File: config.mk
export PLATFORM = sky130hd
export DESIGN_NAME = date_time_alarm_setter_core
export DESIGN_NICKNAME = d
export VERILOG_FILES = /design/src/sv/dtas_pkg.sv /design/src/sv/date_time_alarm_setter_core.sv
export VERILOG_INCLUDE_DIRS = /design/src /design/src/sv
export SDC_FILE = /design/constraint.sdc
export NUM_CORES = 1
export LEC_CHECK = 0
export ABC_AREA = 1
export BUFFER_PORTS_ARGS = -buffer_cell sky130_fd_sc_hd__buf_2
export CELL_PAD_IN_SITES_DETAIL_PLACEMENT = 1
export CELL_PAD_IN_SITES_GLOBAL_PLACEMENT = 2
export CORE_AREA = 2 2 215 196
export CTS_BUF_LIST = sky130_fd_sc_hd__clkbuf_2 sky130_fd_sc_hd__clkbuf_4 sky130_fd_sc_hd__clkbuf_8
export DETAILED_ROUTE_END_ITERATION = 12
export DIE_AREA = 0 0 217 198
export PLACE_DENSITY_LB_ADDON = 0.08
export SLEW_MARGIN = 5
export SYNTH_ARGS = -nofsm -noshare
export SYNTH_HDL_FRONTEND = slang
export SYNTH_SLANG_ARGS = --single-unit
export TNS_END_PERCENT = 10
File: constraint.sdc
create_clock -name clk -period 13.9 [get_ports clk]
set_clock_uncertainty 0.15 [all_clocks]
set_input_delay 1.39 -clock clk [delete_from_list [all_inputs] [get_ports clk]]
set_output_delay 1.39 -clock clk [all_outputs]
set_load 0.02 [all_outputs]
File: src/sv/assert_macros.svh
// Assertion macros shared by the date, time and alarm setter RTL.
// Each macro expects clk and rst_n in scope at the point of use.
`ifndef ASSERT_MACROS_SVH
`define ASSERT_MACROS_SVH

// Same-cycle implication, disabled while reset is asserted.
`define ASSERT_IMP(name, pre, post, msg) \
  name: assert property (@(posedge clk) disable iff (!rst_n) (pre) |-> (post)) \
    else $error(msg);

// Next-cycle implication, disabled while reset is asserted.
`define ASSERT_NXT(name, pre, post, msg) \
  name: assert property (@(posedge clk) disable iff (!rst_n) (pre) |=> (post)) \
    else $error(msg);

`endif

File: src/sv/dtas_pkg.sv
// Types, codes and calendar helpers for the date, time and alarm setter.
// No dependencies; used by date_time_alarm_setter_core.
package dtas_pkg;

  localparam int NUM_FIELDS  = 6;
  localparam int LEAP_PERIOD = 4;

  localparam logic [2:0] FLD_YEAR   = 3'd0;
  localparam logic [2:0] FLD_MONTH  = 3'd1;
  localparam logic [2:0] FLD_DAY    = 3'd2;
  localparam logic [2:0] FLD_HOUR   = 3'd3;
  localparam logic [2:0] FLD_MINUTE = 3'd4;
  localparam logic [2:0] FLD_SECOND = 3'd5;

  localparam logic [2:0] OP_NONE  = 3'd0;
  localparam logic [2:0] OP_MODE  = 3'd1;
  localparam logic [2:0] OP_FIELD = 3'd2;
  localparam logic [2:0] OP_UP    = 3'd3;
  localparam logic [2:0] OP_DOWN  = 3'd4;

  localparam logic [1:0] MODE_CODE_SHOW  = 2'd0;
  localparam logic [1:0] MODE_CODE_TIME  = 2'd1;
  localparam logic [1:0] MODE_CODE_ALARM = 2'd2;
  localparam logic [1:0] MODE_CODE_WATCH = 2'd3;

  localparam logic [4:0] DAYS_LONG     = 5'd31;
  localparam logic [4:0] DAYS_SHORT    = 5'd30;
  localparam logic [4:0] DAYS_FEB_LEAP = 5'd29;
  localparam logic [4:0] DAYS_FEB      = 5'd28;

  typedef enum logic [3:0] {
    MODE_SHOW  = 4'b0001,
    MODE_TIME  = 4'b0010,
    MODE_ALARM = 4'b0100,
    MODE_WATCH = 4'b1000
  } mode_t;

  typedef logic [6:0] fld_t;
  typedef fld_t [NUM_FIELDS-1:0] fields_t;
  typedef logic signed [8:0] work_t;

  localparam fields_t FIELD_MAX = {7'd59, 7'd59, 7'd23, 7'd31, 7'd12, 7'd99};
  localparam fields_t FIELD_MIN = {7'd0, 7'd0, 7'd0, 7'd1, 7'd1, 7'd0};

  typedef struct packed {
    logic [2:0] op;
    logic [6:0] rtc_year;
    logic [3:0] rtc_month;
    logic [4:0] rtc_day;
    logic [4:0] rtc_hour;
    logic [5:0] rtc_minute;
    logic [5:0] rtc_second;
  } in_item_t;

  typedef struct packed {
    logic [1:0] mode;
    logic [2:0] field_select;
    logic [6:0] show_year;
    logic [3:0] show_month;
    logic [4:0] show_day;
    logic [4:0] show_hour;
    logic [5:0] show_minute;
    logic [5:0] show_second;
    logic       rtc_write;
  } out_item_t;

  // Days in month m of year y; zero when m is not a valid month.
  function automatic logic [4:0] month_len(input fld_t y, input work_t m);
    logic [4:0] len;
    if (m == 9'sd2) begin
      len = ((y % 7'(LEAP_PERIOD)) == 7'd0) ? DAYS_FEB_LEAP : DAYS_FEB;
    end else if (m == 9'sd4 || m == 9'sd6 || m == 9'sd9 || m == 9'sd11) begin
      len = DAYS_SHORT;
    end else if (m >= 9'sd1 && m <= 9'sd12) begin
      len = DAYS_LONG;
    end else begin
      len = 5'd0;
    end
    return len;
  endfunction

endpackage

File: src/sv/date_time_alarm_setter_core.sv
// Date, time and alarm setter: key-driven editing of time and alarm fields.
// Depends on dtas_pkg and assert_macros.svh.
//
// One key event with a clock reading is taken per cycle while the output is not
// held by out_ready, and one result comes out per event, through the input
// register and then the result register. The rate is set by the update of mode,
// selector and fields, including the alarm raise, that each event makes before the next.
module date_time_alarm_setter_core (
  input  logic                 clk,
  input  logic                 rst_n,
  input  logic                 in_valid,
  output logic                 in_ready,
  input  dtas_pkg::in_item_t   in_data,
  output logic                 out_valid,
  input  logic                 out_ready,
  output dtas_pkg::out_item_t  out_data
);
  import dtas_pkg::*;

  logic      in_valid_r;
  in_item_t  in_data_r;
  logic      out_valid_r;
  out_item_t out_data_r;
  mode_t     mode_r, mode_nxt;
  logic [2:0] fi_r, fi_nxt;
  fields_t   time_r, time_nxt;
  fields_t   alarm_r, alarm_nxt;
  fields_t   edited;
  fields_t   src;
  logic      wr;
  logic      adv;
  out_item_t res;

  function automatic logic [2:0] next_field(input logic [2:0] fi);
    return (fi >= FLD_SECOND) ? fi - FLD_SECOND : fi + 3'd1;
  endfunction

  function automatic logic [1:0] mode_code(input mode_t m);
    logic [1:0] c;
    case (m)
      MODE_SHOW:  c = MODE_CODE_SHOW;
      MODE_TIME:  c = MODE_CODE_TIME;
      MODE_ALARM: c = MODE_CODE_ALARM;
      default:    c = MODE_CODE_WATCH;
    endcase
    return c;
  endfunction

  function automatic fields_t step_up(input fields_t f, input logic [2:0] sel);
    work_t      v [NUM_FIELDS];
    logic [4:0] len;
    fields_t    r;
    for (int i = 0; i < NUM_FIELDS; i++) begin
      v[i] = signed'({2'b00, f[i]});
      if (3'(i) == sel) begin
        v[i] = v[i] + 9'sd1;
      end
    end
    for (int i = 0; i < NUM_FIELDS; i++) begin
      if (i != int'(FLD_DAY) && v[i] > signed'({2'b00, FIELD_MAX[i]})) begin
        v[i] = signed'({2'b00, FIELD_MIN[i]});
      end
    end
    len = month_len(v[FLD_YEAR][6:0], v[FLD_MONTH]);
    if (len != 5'd0 && v[FLD_DAY] > signed'({4'b0000, len})) begin
      v[FLD_DAY] = 9'sd1;
    end
    for (int i = 0; i < NUM_FIELDS; i++) begin
      r[i] = v[i][6:0];
    end
    return r;
  endfunction

  function automatic fields_t step_down(input fields_t f, input logic [2:0] sel);
    work_t      v [NUM_FIELDS];
    logic [4:0] len;
    fields_t    r;
    for (int i = 0; i < NUM_FIELDS; i++) begin
      v[i] = signed'({2'b00, f[i]});
      if (3'(i) == sel) begin
        v[i] = v[i] - 9'sd1;
      end
    end
    for (int i = 0; i < NUM_FIELDS; i++) begin
      if (i != int'(FLD_DAY) && v[i] < signed'({2'b00, FIELD_MIN[i]})) begin
        v[i] = signed'({2'b00, FIELD_MAX[i]});
      end
    end
    len = month_len(v[FLD_YEAR][6:0], v[FLD_MONTH]);
    if (len != 5'd0) begin
      if (v[FLD_DAY] < 9'sd1) begin
        v[FLD_DAY] = signed'({4'b0000, len});
      end
      if (v[FLD_DAY] > signed'({4'b0000, len})) begin
        v[FLD_DAY] = 9'sd1;
      end
    end
    for (int i = 0; i < NUM_FIELDS; i++) begin
      r[i] = v[i][6:0];
    end
    return r;
  endfunction

  // The alarm is raised field by field while it still matches the time so far.
  function automatic fields_t raise_alarm(input fields_t a, input fields_t t);
    logic    same;
    fields_t r;
    r    = a;
    same = 1'b1;
    for (int i = 0; i < NUM_FIELDS; i++) begin
      if (same && r[i] < t[i]) begin
        r[i] = t[i];
      end
      same = same && (r[i] == t[i]);
    end
    return r;
  endfunction

  assign adv      = in_valid_r && (!out_valid_r || out_ready);
  assign in_ready = !in_valid_r || adv;

  always_comb begin
    mode_nxt  = mode_r;
    fi_nxt    = fi_r;
    time_nxt  = time_r;
    alarm_nxt = alarm_r;
    wr        = 1'b0;
    edited    = time_r;
    if (in_data_r.op == OP_MODE) begin
      case (mode_r)
        MODE_SHOW: begin
          mode_nxt = MODE_TIME;
          fi_nxt   = FLD_YEAR;
        end
        MODE_TIME: begin
          mode_nxt  = MODE_ALARM;
          fi_nxt    = FLD_YEAR;
          wr        = 1'b1;
          alarm_nxt = time_r;
        end
        MODE_ALARM: mode_nxt = MODE_WATCH;
        default:    mode_nxt = MODE_SHOW;
      endcase
    end
    case (mode_nxt)
      MODE_SHOW: begin
        time_nxt[FLD_YEAR]   = in_data_r.rtc_year;
        time_nxt[FLD_MONTH]  = {3'b000, in_data_r.rtc_month};
        time_nxt[FLD_DAY]    = {2'b00, in_data_r.rtc_day};
        time_nxt[FLD_HOUR]   = {2'b00, in_data_r.rtc_hour};
        time_nxt[FLD_MINUTE] = {1'b0, in_data_r.rtc_minute};
        time_nxt[FLD_SECOND] = {1'b0, in_data_r.rtc_second};
      end
      MODE_TIME, MODE_ALARM: begin
        if (in_data_r.op == OP_FIELD) begin
          fi_nxt = next_field(fi_nxt);
        end else if ((in_data_r.op == OP_UP || in_data_r.op == OP_DOWN)
                     && fi_nxt <= FLD_SECOND) begin
          if (mode_nxt == MODE_TIME) begin
            edited = (in_data_r.op == OP_UP) ? step_up(time_nxt, fi_nxt)
                                             : step_down(time_nxt, fi_nxt);
            time_nxt = edited;
          end else begin
            edited = (in_data_r.op == OP_UP) ? step_up(alarm_nxt, fi_nxt)
                                             : step_down(alarm_nxt, fi_nxt);
            alarm_nxt = raise_alarm(edited, time_nxt);
          end
        end
      end
      default: begin
      end
    endcase
  end

  always_comb begin
    src = (mode_nxt == MODE_ALARM) ? alarm_nxt : time_nxt;
    res.mode         = mode_code(mode_nxt);
    res.field_select = fi_nxt;
    res.show_year    = src[FLD_YEAR];
    res.show_month   = src[FLD_MONTH][3:0];
    res.show_day     = src[FLD_DAY][4:0];
    res.show_hour    = src[FLD_HOUR][4:0];
    res.show_minute  = src[FLD_MINUTE][5:0];
    res.show_second  = src[FLD_SECOND][5:0];
    res.rtc_write    = wr;
  end

  always_ff @(posedge clk) begin
    if (!rst_n) begin
      in_valid_r  <= 1'b0;
      out_valid_r <= 1'b0;
      mode_r      <= MODE_SHOW;
      fi_r        <= FLD_YEAR;
      time_r      <= '0;
      alarm_r     <= '0;
    end else begin
      if (in_valid && in_ready) begin
        in_valid_r <= 1'b1;
      end else if (adv) begin
        in_valid_r <= 1'b0;
      end
      if (adv) begin
        out_valid_r <= 1'b1;
        mode_r      <= mode_nxt;
        fi_r        <= fi_nxt;
        time_r      <= time_nxt;
        alarm_r     <= alarm_nxt;
      end else if (out_ready) begin
        out_valid_r <= 1'b0;
      end
    end
  end

  always_ff @(posedge clk) begin
    if (in_valid && in_ready) begin
      in_data_r <= in_data;
    end
    if (adv) begin
      out_data_r <= res;
    end
  end

  assign out_valid = out_valid_r;
  assign out_data  = out_data_r;

`include "assert_macros.svh"

  `ASSERT_IMP(a_mode_onehot, 1'b1, $onehot(mode_r), "mode register lost its one-hot code")
  `ASSERT_IMP(a_write_in_alarm, out_valid_r && out_data_r.rtc_write,
              out_data_r.mode == MODE_CODE_ALARM && out_data_r.field_select == FLD_YEAR,
              "clock write strobe outside entry to alarm setting")
  `ASSERT_IMP(a_field_range, out_valid_r, out_data_r.field_select <= FLD_SECOND,
              "field selector out of range")
  `ASSERT_NXT(a_adv_result, adv, out_valid_r, "processed item produced no result")

endmodule

==> metrics.md, run 1 <==
| Metric | Value |
|---|---|
| Status | `finished clean` |
| Worst Max-Slew Pin Slew | `1.02 ns` |
| Fraction of met1 tracks used by global routing | `0.378` |
| Global Route Usage Sum | `0.284` |
| HPWL after detailed placement | `44.3 mm` |
| Number of warnings printed during yosys synthesis | `0` |
| Post_cts resized | `0` |
| Busiest layer in global routing | `met2` |
| Number of buffers added by the clock tree synthesis step | `17` |
| Bufs on Longest Clock Path | `2` |
| Critical path class | `flip-flop to flip-flop` |
| Number of sinks driven by the clock tree | `168` |
| Port Buffers | `80` |
| Clock tree from TritonCTS | `built` |
| Setup repair after global routing missed its margin | `no` |
| Later-pin clock latency in the skew report | `0.59 ns` |
| Ports placed on the boundary | `81` |
| Layout overhead on the synthesized area | `7.63%` |
| Routability-driven placement congestion ratio | `0.938` |
| Synthesized netlist net count | `2536` |
| Part of the Yosys area used for sequential elements | `0.262` |
| Largest net degree at the start of global routing | `76` |
| Power density relative to cell area | `106 nW/µm²` |
| Final Max Tran Viols | `0` |
| Predominant post-synthesis flop cell | `sky130_fd_sc_hd__dfxtp_1` |
| Final standard cell count with taps included and fillers excluded | `2963` |
| Worst-case vdd ir drop | `0.0000793 V` |
| Portion of total power attributed to sequential cells | `0.320` |
| Area of all placed cells without fillers | `16900 µm²` |
| Fraction of post-synthesis cell area in the top cell type by area | `0.144` |
| Final setup violation count | `0` |
| Area of the core region | `41000 µm²` |
| Worst-path fanout max | `40` |
| Antenna diodes | `0` |
| Synthesized area per cell | `6.51 µm²` |
| DRC | `0` |
| Worst hold path cell count | `2` |
| Area of the mapped netlist | `15700 µm²` |
| Share of the clock period used by the worst path | `0.642` |
| CTS H-Tree Depth | `4` |
| Number of nets still failing antenna checks after routing | `0` |
| Die X-Extent | `217 µm` |
| Worst hold margin | `0.320 ns` |
| End point of the critical path | `out_data[1]` |
| Count of hold buffers inserted by post-cts repair | `0` |
| Number of vias in the routed layout | `16457` |
| Clock-pin slew on the worst setup and hold paths | `0.10 ns` |
| Async set-or-reset flop fraction in the synthesized netlist | `0` |
| Total Power Consumption | `0.00179 W` |
| Count of flip-flops with a built-in enable after synthesis | `75` |
| Hold violation total from the final report | `0` |
| Worst EP arrival | `9.09 ns` |
| Crit Reg-Reg Startpoint | `mode_r[2]` |
| Tightest slew margin relative to the limit | `0.321` |
| Fmax | `112 MHz` |
| Total number of nets in the final design | `2532` |
| Proportion of layout cells with a drive suffix above 1 | `0.105` |
| Worst setup path start | `mode_r[2]` |
| First-pass GRT wire length | `94.9 mm` |
| Register-to-register path setup slack | `4.98 ns` |
| Vias in the first global route | `16739` |
| Synthesized flop and latch total | `168` |
| Biggest area consumer among synthesized cells | `sky130_fd_sc_hd__edfxtp_1` |
| Crit start category | `flip-flop` |
| Met2 Resource Use GR | `0.476` |
| Std-Cell Rows | `71` |
| End of the worst register-to-register path | `out_data[1]` |
| Aggregate negative setup slack | `0 ns` |
| Initial detailed-routing violation count | `986` |
| Most common cell after layout, fill and taps aside | `sky130_fd_sc_hd__nand2_1` |
| Vertical die dimension | `198 µm` |
| Standard cell with the maximum stage delay on the critical path | `sky130_fd_sc_hd__nand2_4` |
| Post-CTS setup-driven buffer insertion count | `0` |
| Cell area after placement | `16400 µm²` |
| Fraction of power spent switching nets | `0.425` |
| Via count normalized by instance count | `5.55` |
| Logic depth of the worst register-to-register path | `58` |
| Netlist cell types | `69` |
| Worst path required time | `14.07 ns` |
| Commonest cells after routing, fill and taps aside | `580 x sky130_fd_sc_hd__nand2_1, 253 x sky130_fd_sc_hd__inv_1, 215 x sky130_fd_sc_hd__o21ai_0` |
| Min-Delay Path Class | `flip-flop to flip-flop` |
| Global-route met3 utilization | `0.0404` |
| Placed instance count | `2931` |
| Die Area | `43000 µm²` |
| Clk root buf | `sky130_fd_sc_hd__clkbuf_8` |
| Critical path capture point type | `flip-flop` |
| Net switching power of the design | `0.000762 W` |
| Most area-consuming cells after synthesis | `sky130_fd_sc_hd__edfxtp_1 14%, sky130_fd_sc_hd__nand2_1 14%, sky130_fd_sc_hd__dfxtp_1 12%` |
| WL per Instance | `20.2 µm` |
| Number of antenna violations at the first check in global routing | `0` |
| MaxCap Viol Count | `0` |
| Internal power of the cells | `0.00103 W` |
| Part of the total power dissipated in combinational logic | `0.428` |
| Relative contribution of the clock network to total power | `0.252` |
| Effective utilization at floorplan | `0.382` |
| Detailed-router iteration count before antenna repair | `5` |
| P_leak | `7.68 nW` |
| Final Critical Period | `8.92 ns` |
| Crit path largest cell delay | `0.40 ns` |
| Post-synthesis instance total | `2407` |
| Routed WL | `59.9 mm` |
| Most prevalent standard cell on the critical path | `sky130_fd_sc_hd__nand2_1` |
| Global route total overflow | `0` |
## layout make-up
class | count | area (µm²)
flip-flops and latches | 168 | 4110
clock inverters | 12 | 223
multi-input cells | 1823 | 9950
inverters | 297 | 1120
fillers | 5404 | 24200
clock buffers | 20 | 256
well taps | 547 | 684
repair buffers | 96 | 520
## kinds of logic after synthesis
group	count (synthesis)	share of synthesized area
AND/OR/NAND/NOR	1084	0.304
AO/OA/AOI/OAI	568	0.212
buffers and inverters	416	0.105
flip-flops	168	0.262
adder cells (fa/ha/maj)	89	0.0710
XOR/XNOR	82	0.0458
## routing by layer
metal / vias to the layer above / share of wire
li1: 8042 / -
met1: 8043 / 0.47
met2: 303 / 0.47
met3: 69 / 0.037
met4: 0 / 0.021
met5: - / 0
## cell usage after synthesis, drive strengths merged (5+ instances only)
library cell,number
o21ai,252
a221oi,5
a21oi,207
nand4,36
o211ai,30
nor4,15
inv,282
nand3,173
buf,31
nand3b,5
clkinv,15
or2,18
o221ai,11
edfxtp,75
nor3,30
dfxtp,93
xor2,80
o311ai,5
nand2,600
a31oi,6
o22ai,7
clkbuf,88
nor2,202
a22oi,5
ha,89
o31ai,6
## metrics by stage
stage               utilization  setup slack, ns
floorplan                     -             6.55
global placement          0.399             5.42
detailed placement        0.399             5.06
CTS                       0.411             5.04
global route              0.411             3.94
finish                    0.411             4.98
## registers in the layout, indices dropped and copies added (netlist names), named ones only
signal,count
in_data_r,36
mode_r,4
fi_r,3
time_r,34
out_valid,1
in_valid_r,1
out_data,39
alarm_r,42
## power by group through the flow
stage	Combinational, W	Clock (W)	Sequential [W]
3_5_place_dp	0.000764	0	0.000585
3_3_place_gp	0.000746	0	0.000584
4_1_cts	0.000768	0.000467	0.000573
5_1_grt	0.000873	0.000476	0.000577
2_1_floorplan	0.000545	0	0.000581
6_report	0.000768	0.000452	0.000574
## critical path: cells and delay by family, from the launching register on
kind / cells / cell delay [ns]
and+or+nand+nor: 39 / 5.30
adders and majority gates: 4 / 1.13
AOI/OAI and AO/OA: 7 / 0.88
buffers and inverters: 8 / 0.87
DFF: 1 / 0.34
## worst min path at each step
stage                            from     endpoint  slack [ns]
after floorplan           alarm_r[19]  alarm_r[19]        0.29
after global placement    alarm_r[26]  alarm_r[26]        0.30
after detailed placement  alarm_r[27]  alarm_r[27]        0.31
after CTS                 alarm_r[19]  alarm_r[19]        0.32
after global routing      alarm_r[26]  alarm_r[26]        0.34
final                     alarm_r[20]  alarm_r[20]        0.32
No activity file was read; power rests on OpenSTA's default activity.
==> run 2: changes to the inputs <==
ABC_AREA = 0   (was 1)
CORE_AREA = 2 2 235 214   (was 2 2 215 196)
DIE_AREA = 0 0 237 216   (was 0 0 217 198)
clock period = 8.7 ns   (was 13.9 ns; I/O delays follow)
==> run 2 against run 1 <==
  * Routed wire length increased by 39%
  * Sequential power increased by 60%
  * Cell area grew 17%
  * Non-clock buffer count grew 60
  * Register-to-register slack got worse by 4.6 ns
  * Setup slack worse by 4.6 ns
  * Flip-flop and latch count is the same
  * Global-route usage is 3.4 points higher
  * Maximum frequency rose by 7.4%
==> metrics.md, run 2 <==
| Metric | Value |
|---|---|
| Standard cell with the maximum stage delay on the critical path | `sky130_fd_sc_hd__or3_1` |
| Top reg by flops | `alarm_r` |
| Ports placed on the boundary | `81 (unchanged)` |
| Fraction of met1 tracks used by global routing | `0.454 (+0.0753)` |
| Met2 Resource Use GR | `0.501 (+0.0255)` |
| MaxCap Viol Count | `0 (unchanged)` |
| Fraction of post-synthesis cell area in the top cell type by area | `0.123 (-0.0210)` |
| CTS H-Tree Depth | `4 (unchanged)` |
| Initial detailed-routing violation count | `1811 (+84%)` |
| Effective utilization at floorplan | `0.377 (-0.00453)` |
| Buffer and inverter count on the worst path | `5 (-3)` |
| Crit Reg-Reg Startpoint | `in_data_r[35]` |
| Worst-case vdd ir drop | `0.000103 V (+29%)` |
| Clock-pin slew on the worst setup and hold paths | `0.11 ns (about the same)` |
| Register-to-register path setup slack | `0.39 ns (-4.58 ns)` |
| Most prevalent standard cell on the critical path | `sky130_fd_sc_hd__a21oi_1` |
| First-pass GRT wire length | `127 mm (+33%)` |
| Share of the clock period used by the worst path | `0.955 (+0.313)` |
| HPWL after detailed placement | `59.8 mm (+35%)` |
| Global route total overflow | `0 (unchanged)` |
| Synth cell count leaders | `243 x sky130_fd_sc_hd__nand2_1, 199 x sky130_fd_sc_hd__a21oi_1, 192 x sky130_fd_sc_hd__o21ai_0` |
| Area of the mapped netlist | `18400 µm² (+17%)` |
| WL per Instance | `26.8 µm (+33%)` |
| Most common cell after layout, fill and taps aside | `sky130_fd_sc_hd__nand2_1` |
| Fill cell count | `5928 (+9.7%)` |
| Vias in the first global route | `20251 (+21%)` |
| Global-route met3 utilization | `0.0367 (-0.00369)` |
| Proportion of layout cells with a drive suffix above 1 | `0.120 (+0.0155)` |
| Std-Cell Rows | `77 (+8.5%)` |
| Bufs on Longest Clock Path | `2 (unchanged)` |
| Largest net degree at the start of global routing | `69 (-9.2%)` |
| Start point of the worst hold path | `in_data[28]` |
| Total number of nets in the final design | `2579 (+1.9%)` |
| Logic depth of the worst register-to-register path | `35 (-40%)` |
| Commonest cells after routing, fill and taps aside | `242 x sky130_fd_sc_hd__nand2_1, 196 x sky130_fd_sc_hd__a21oi_1, 191 x sky130_fd_sc_hd__o21ai_0` |
| P_leak | `7.02 nW (-8.6%)` |
| Hold violation total from the final report | `0 (unchanged)` |
| Tightest slew margin relative to the limit | `0.189 (-0.132)` |
| Final Critical Period | `8.31 ns (-0.619 ns)` |
| Synthesized flop and latch total | `168 (unchanged)` |
| Synthesized area per cell | `7.37 µm² (+13%)` |
| Busiest layer in global routing | `met2` |
| Critical path capture point type | `flip-flop` |
| Count of flip-flops with a built-in enable after synthesis | `75 (unchanged)` |
| DRC | `0 (unchanged)` |
| Clk root buf | `sky130_fd_sc_hd__clkbuf_8` |
| Post-layout utilization of the core | `0.406 (-0.00500)` |
| Most area-consuming cells after synthesis | `sky130_fd_sc_hd__edfxtp_1 12%, sky130_fd_sc_hd__dfxtp_1 10%, sky130_fd_sc_hd__ha_1 6.1%` |
| Number of sinks driven by the clock tree | `168 (unchanged)` |
| Clock tree from TritonCTS | `built` |
| Layout overhead on the synthesized area | `7.60% (about the same)` |
| Post-Place Worst Slack | `0.382 ns (-4.68 ns)` |
| Detailed-router iteration count before antenna repair | `7 (+2)` |
| Final Max Tran Viols | `0 (unchanged)` |
| Biggest area consumer among synthesized cells | `sky130_fd_sc_hd__edfxtp_1` |
| Min-Delay Path Class | `input pin to flip-flop` |
| Most numerous cell in the Yosys netlist | `sky130_fd_sc_hd__nand2_1` |
| Worst Max-Slew Pin Slew | `1.21 ns (+0.196 ns)` |
| Antenna diodes | `0 (unchanged)` |
| Netlist cell types | `114 (+65%)` |
| Number of vias in the routed layout | `20553 (+25%)` |
| Endpoint of the worst hold path | `in_data_r[28]` |
| Post-synthesis instance total | `2492 (+3.5%)` |
| Async set-or-reset flop fraction in the synthesized netlist | `0 (unchanged)` |
| Crit path largest cell delay | `0.51 ns (+0.11 ns)` |
| Number of nets still failing antenna checks after routing | `0 (unchanged)` |
| Power density relative to cell area | `135 nW/µm² (+27%)` |
| Critical path class | `flip-flop to flip-flop` |
| Synthesized netlist net count | `2621 (+3.4%)` |
| Number of warnings printed during yosys synthesis | `0 (unchanged)` |
| Aggregate negative setup slack | `0 ns (unchanged)` |
| Via count normalized by instance count | `6.64 (+20%)` |
| Later-pin clock latency in the skew report | `0.54 ns (-0.05 ns)` |
| Predominant post-synthesis flop cell | `sky130_fd_sc_hd__dfxtp_1` |
| Count of hold buffers inserted by post-cts repair | `0 (unchanged)` |
| Cell type group with the largest total delay on the critical path | `simple AND/OR/NAND/NOR gates` |
| Worst EP arrival | `8.41 ns (-0.68 ns)` |
| WP depth | `35 (-40%)` |
| Die X-Extent | `237 µm (+9.2%)` |
| Die Area | `51200 µm² (+19%)` |
| Routed WL | `82.9 mm (+39%)` |
| Number of buffers added by the clock tree synthesis step | `17 (unchanged)` |
| Part of the Yosys area used for sequential elements | `0.224 (-0.0384)` |
| Largest register FFs | `42 (unchanged)` |
| Routability-driven placement congestion ratio | `0.963 (+2.6%)` |
| End of the worst register-to-register path | `out_data[11]` |
| Fmax | `120 MHz (+7.4%)` |
| Number of antenna violations at the first check in global routing | `0 (unchanged)` |
| Final standard cell count with taps included and fillers excluded | `3095 (+4.5%)` |
| Worst path required time | `8.80 ns (-5.27 ns)` |
| Crit start category | `flip-flop` |
| Vertical die dimension | `216 µm (+9.1%)` |
| Placed instance count | `3059 (+4.4%)` |
| Worst-path fanout max | `35 (-13%)` |
| Global Route Usage Sum | `0.318 (+0.0344)` |
| Setup ws final | `0.395 ns (-4.58 ns)` |
| Worst hold path cell count | `1 (-1)` |
| Status | `finished clean` |
| Port Buffers | `80 (unchanged)` |
| Final setup violation count | `0 (unchanged)` |
| Area of the core region | `48700 µm² (+19%)` |
## run 2: cell types whose count changed in the layout (fill, tap and decap cells not counted), moves of 36 or more
cell                       previous run  this run
sky130_fd_sc_hd__nand2_1            580       242
sky130_fd_sc_hd__nand3_1            164        97
sky130_fd_sc_hd__a211oi_1             3        48
sky130_fd_sc_hd__nor3_1              26        97
sky130_fd_sc_hd__xor2_1              80        19
sky130_fd_sc_hd__nor2b_1              0        42
sky130_fd_sc_hd__xnor2_1              2        62
sky130_fd_sc_hd__a31oi_1              6        44
sky130_fd_sc_hd__inv_1              253        76
sky130_fd_sc_hd__mux2i_1              0        36
sky130_fd_sc_hd__buf_4               16        75
## run 2: layer usage
layer / share of wire / wire length (µm)
met1: 0.47 / 38800
met2: 0.45 / 37100
met3: 0.058 / 4850
met4: 0.026 / 2170
met5: 0 / 0
## run 2: power breakdown
| group | switching (W) | internal, W |
|---|---|---|
| Sequential | 0.0000538 | 0.000864 |
| Combinational | 0.000706 | 0.000409 |
| Clock | 0.000370 | 0.000267 |
| Total | 0.00113 | 0.00154 |
## run 2: layout make-up
| cell class | instances | area [µm²] | area share |
|---|---|---|---|
| Clock inverter | 15 | 183 | 0.00925 |
| Tap cell | 632 | 791 | 0.0400 |
| Clock buffer | 17 | 234 | 0.0118 |
| Inverter | 85 | 322 | 0.0163 |
| Multi-Input combinational cell | 2022 | 13100 | 0.665 |
| Timing Repair Buffer | 156 | 981 | 0.0497 |
| Sequential cell | 168 | 4120 | 0.208 |
## run 2: worst max path at each step
stage,start,slack (ns),to
CTS,in_data_r[35],0.35,out_data[11]
finish,in_data_r[35],0.39,out_data[11]
detailed placement,mode_r[3],0.38,out_data[11]
floorplan,in_data_r[35],0.02,out_data[10]
global route,in_data_r[35],-0.02,out_data[11]
global placement,in_data_r[35],0.68,out_data[10]
## run 2: stage by stage
stage,hold WS [ns],total power [W],instance area [µm²]
floorplan,0.295,0.00167,18400
global placement,0.336,0.00200,19300
detailed placement,0.343,0.00202,19300
CTS,0.309,0.00266,19700
global route,0.326,0.00281,19800
finish,0.341,0.00267,19800
## run 2: logic make-up (layout without fill, tap and decap cells)
| logic type | Yosys count | in the layout | share of synthesized area |
|---|---|---|---|
| AO/OA/AOI/OAI | 888 | 888 | 0.329 |
| XOR/XNOR | 83 | 83 | 0.0404 |
| adder cells (fa/ha/maj) | 89 | 89 | 0.0607 |
| buffers and inverters | 302 | 273 | 0.0679 |
| flip-flops | 168 | 168 | 0.224 |
| multiplexers | 49 | 49 | 0.0288 |
| AND/OR/NAND/NOR | 913 | 913 | 0.249 |
## run 2: timing repair
action	CTS	global route
endpoints found under the setup margin	0	32
endpoints found under the hold margin	0	0
gates resized for setup	0	15
buffers inserted	0	4
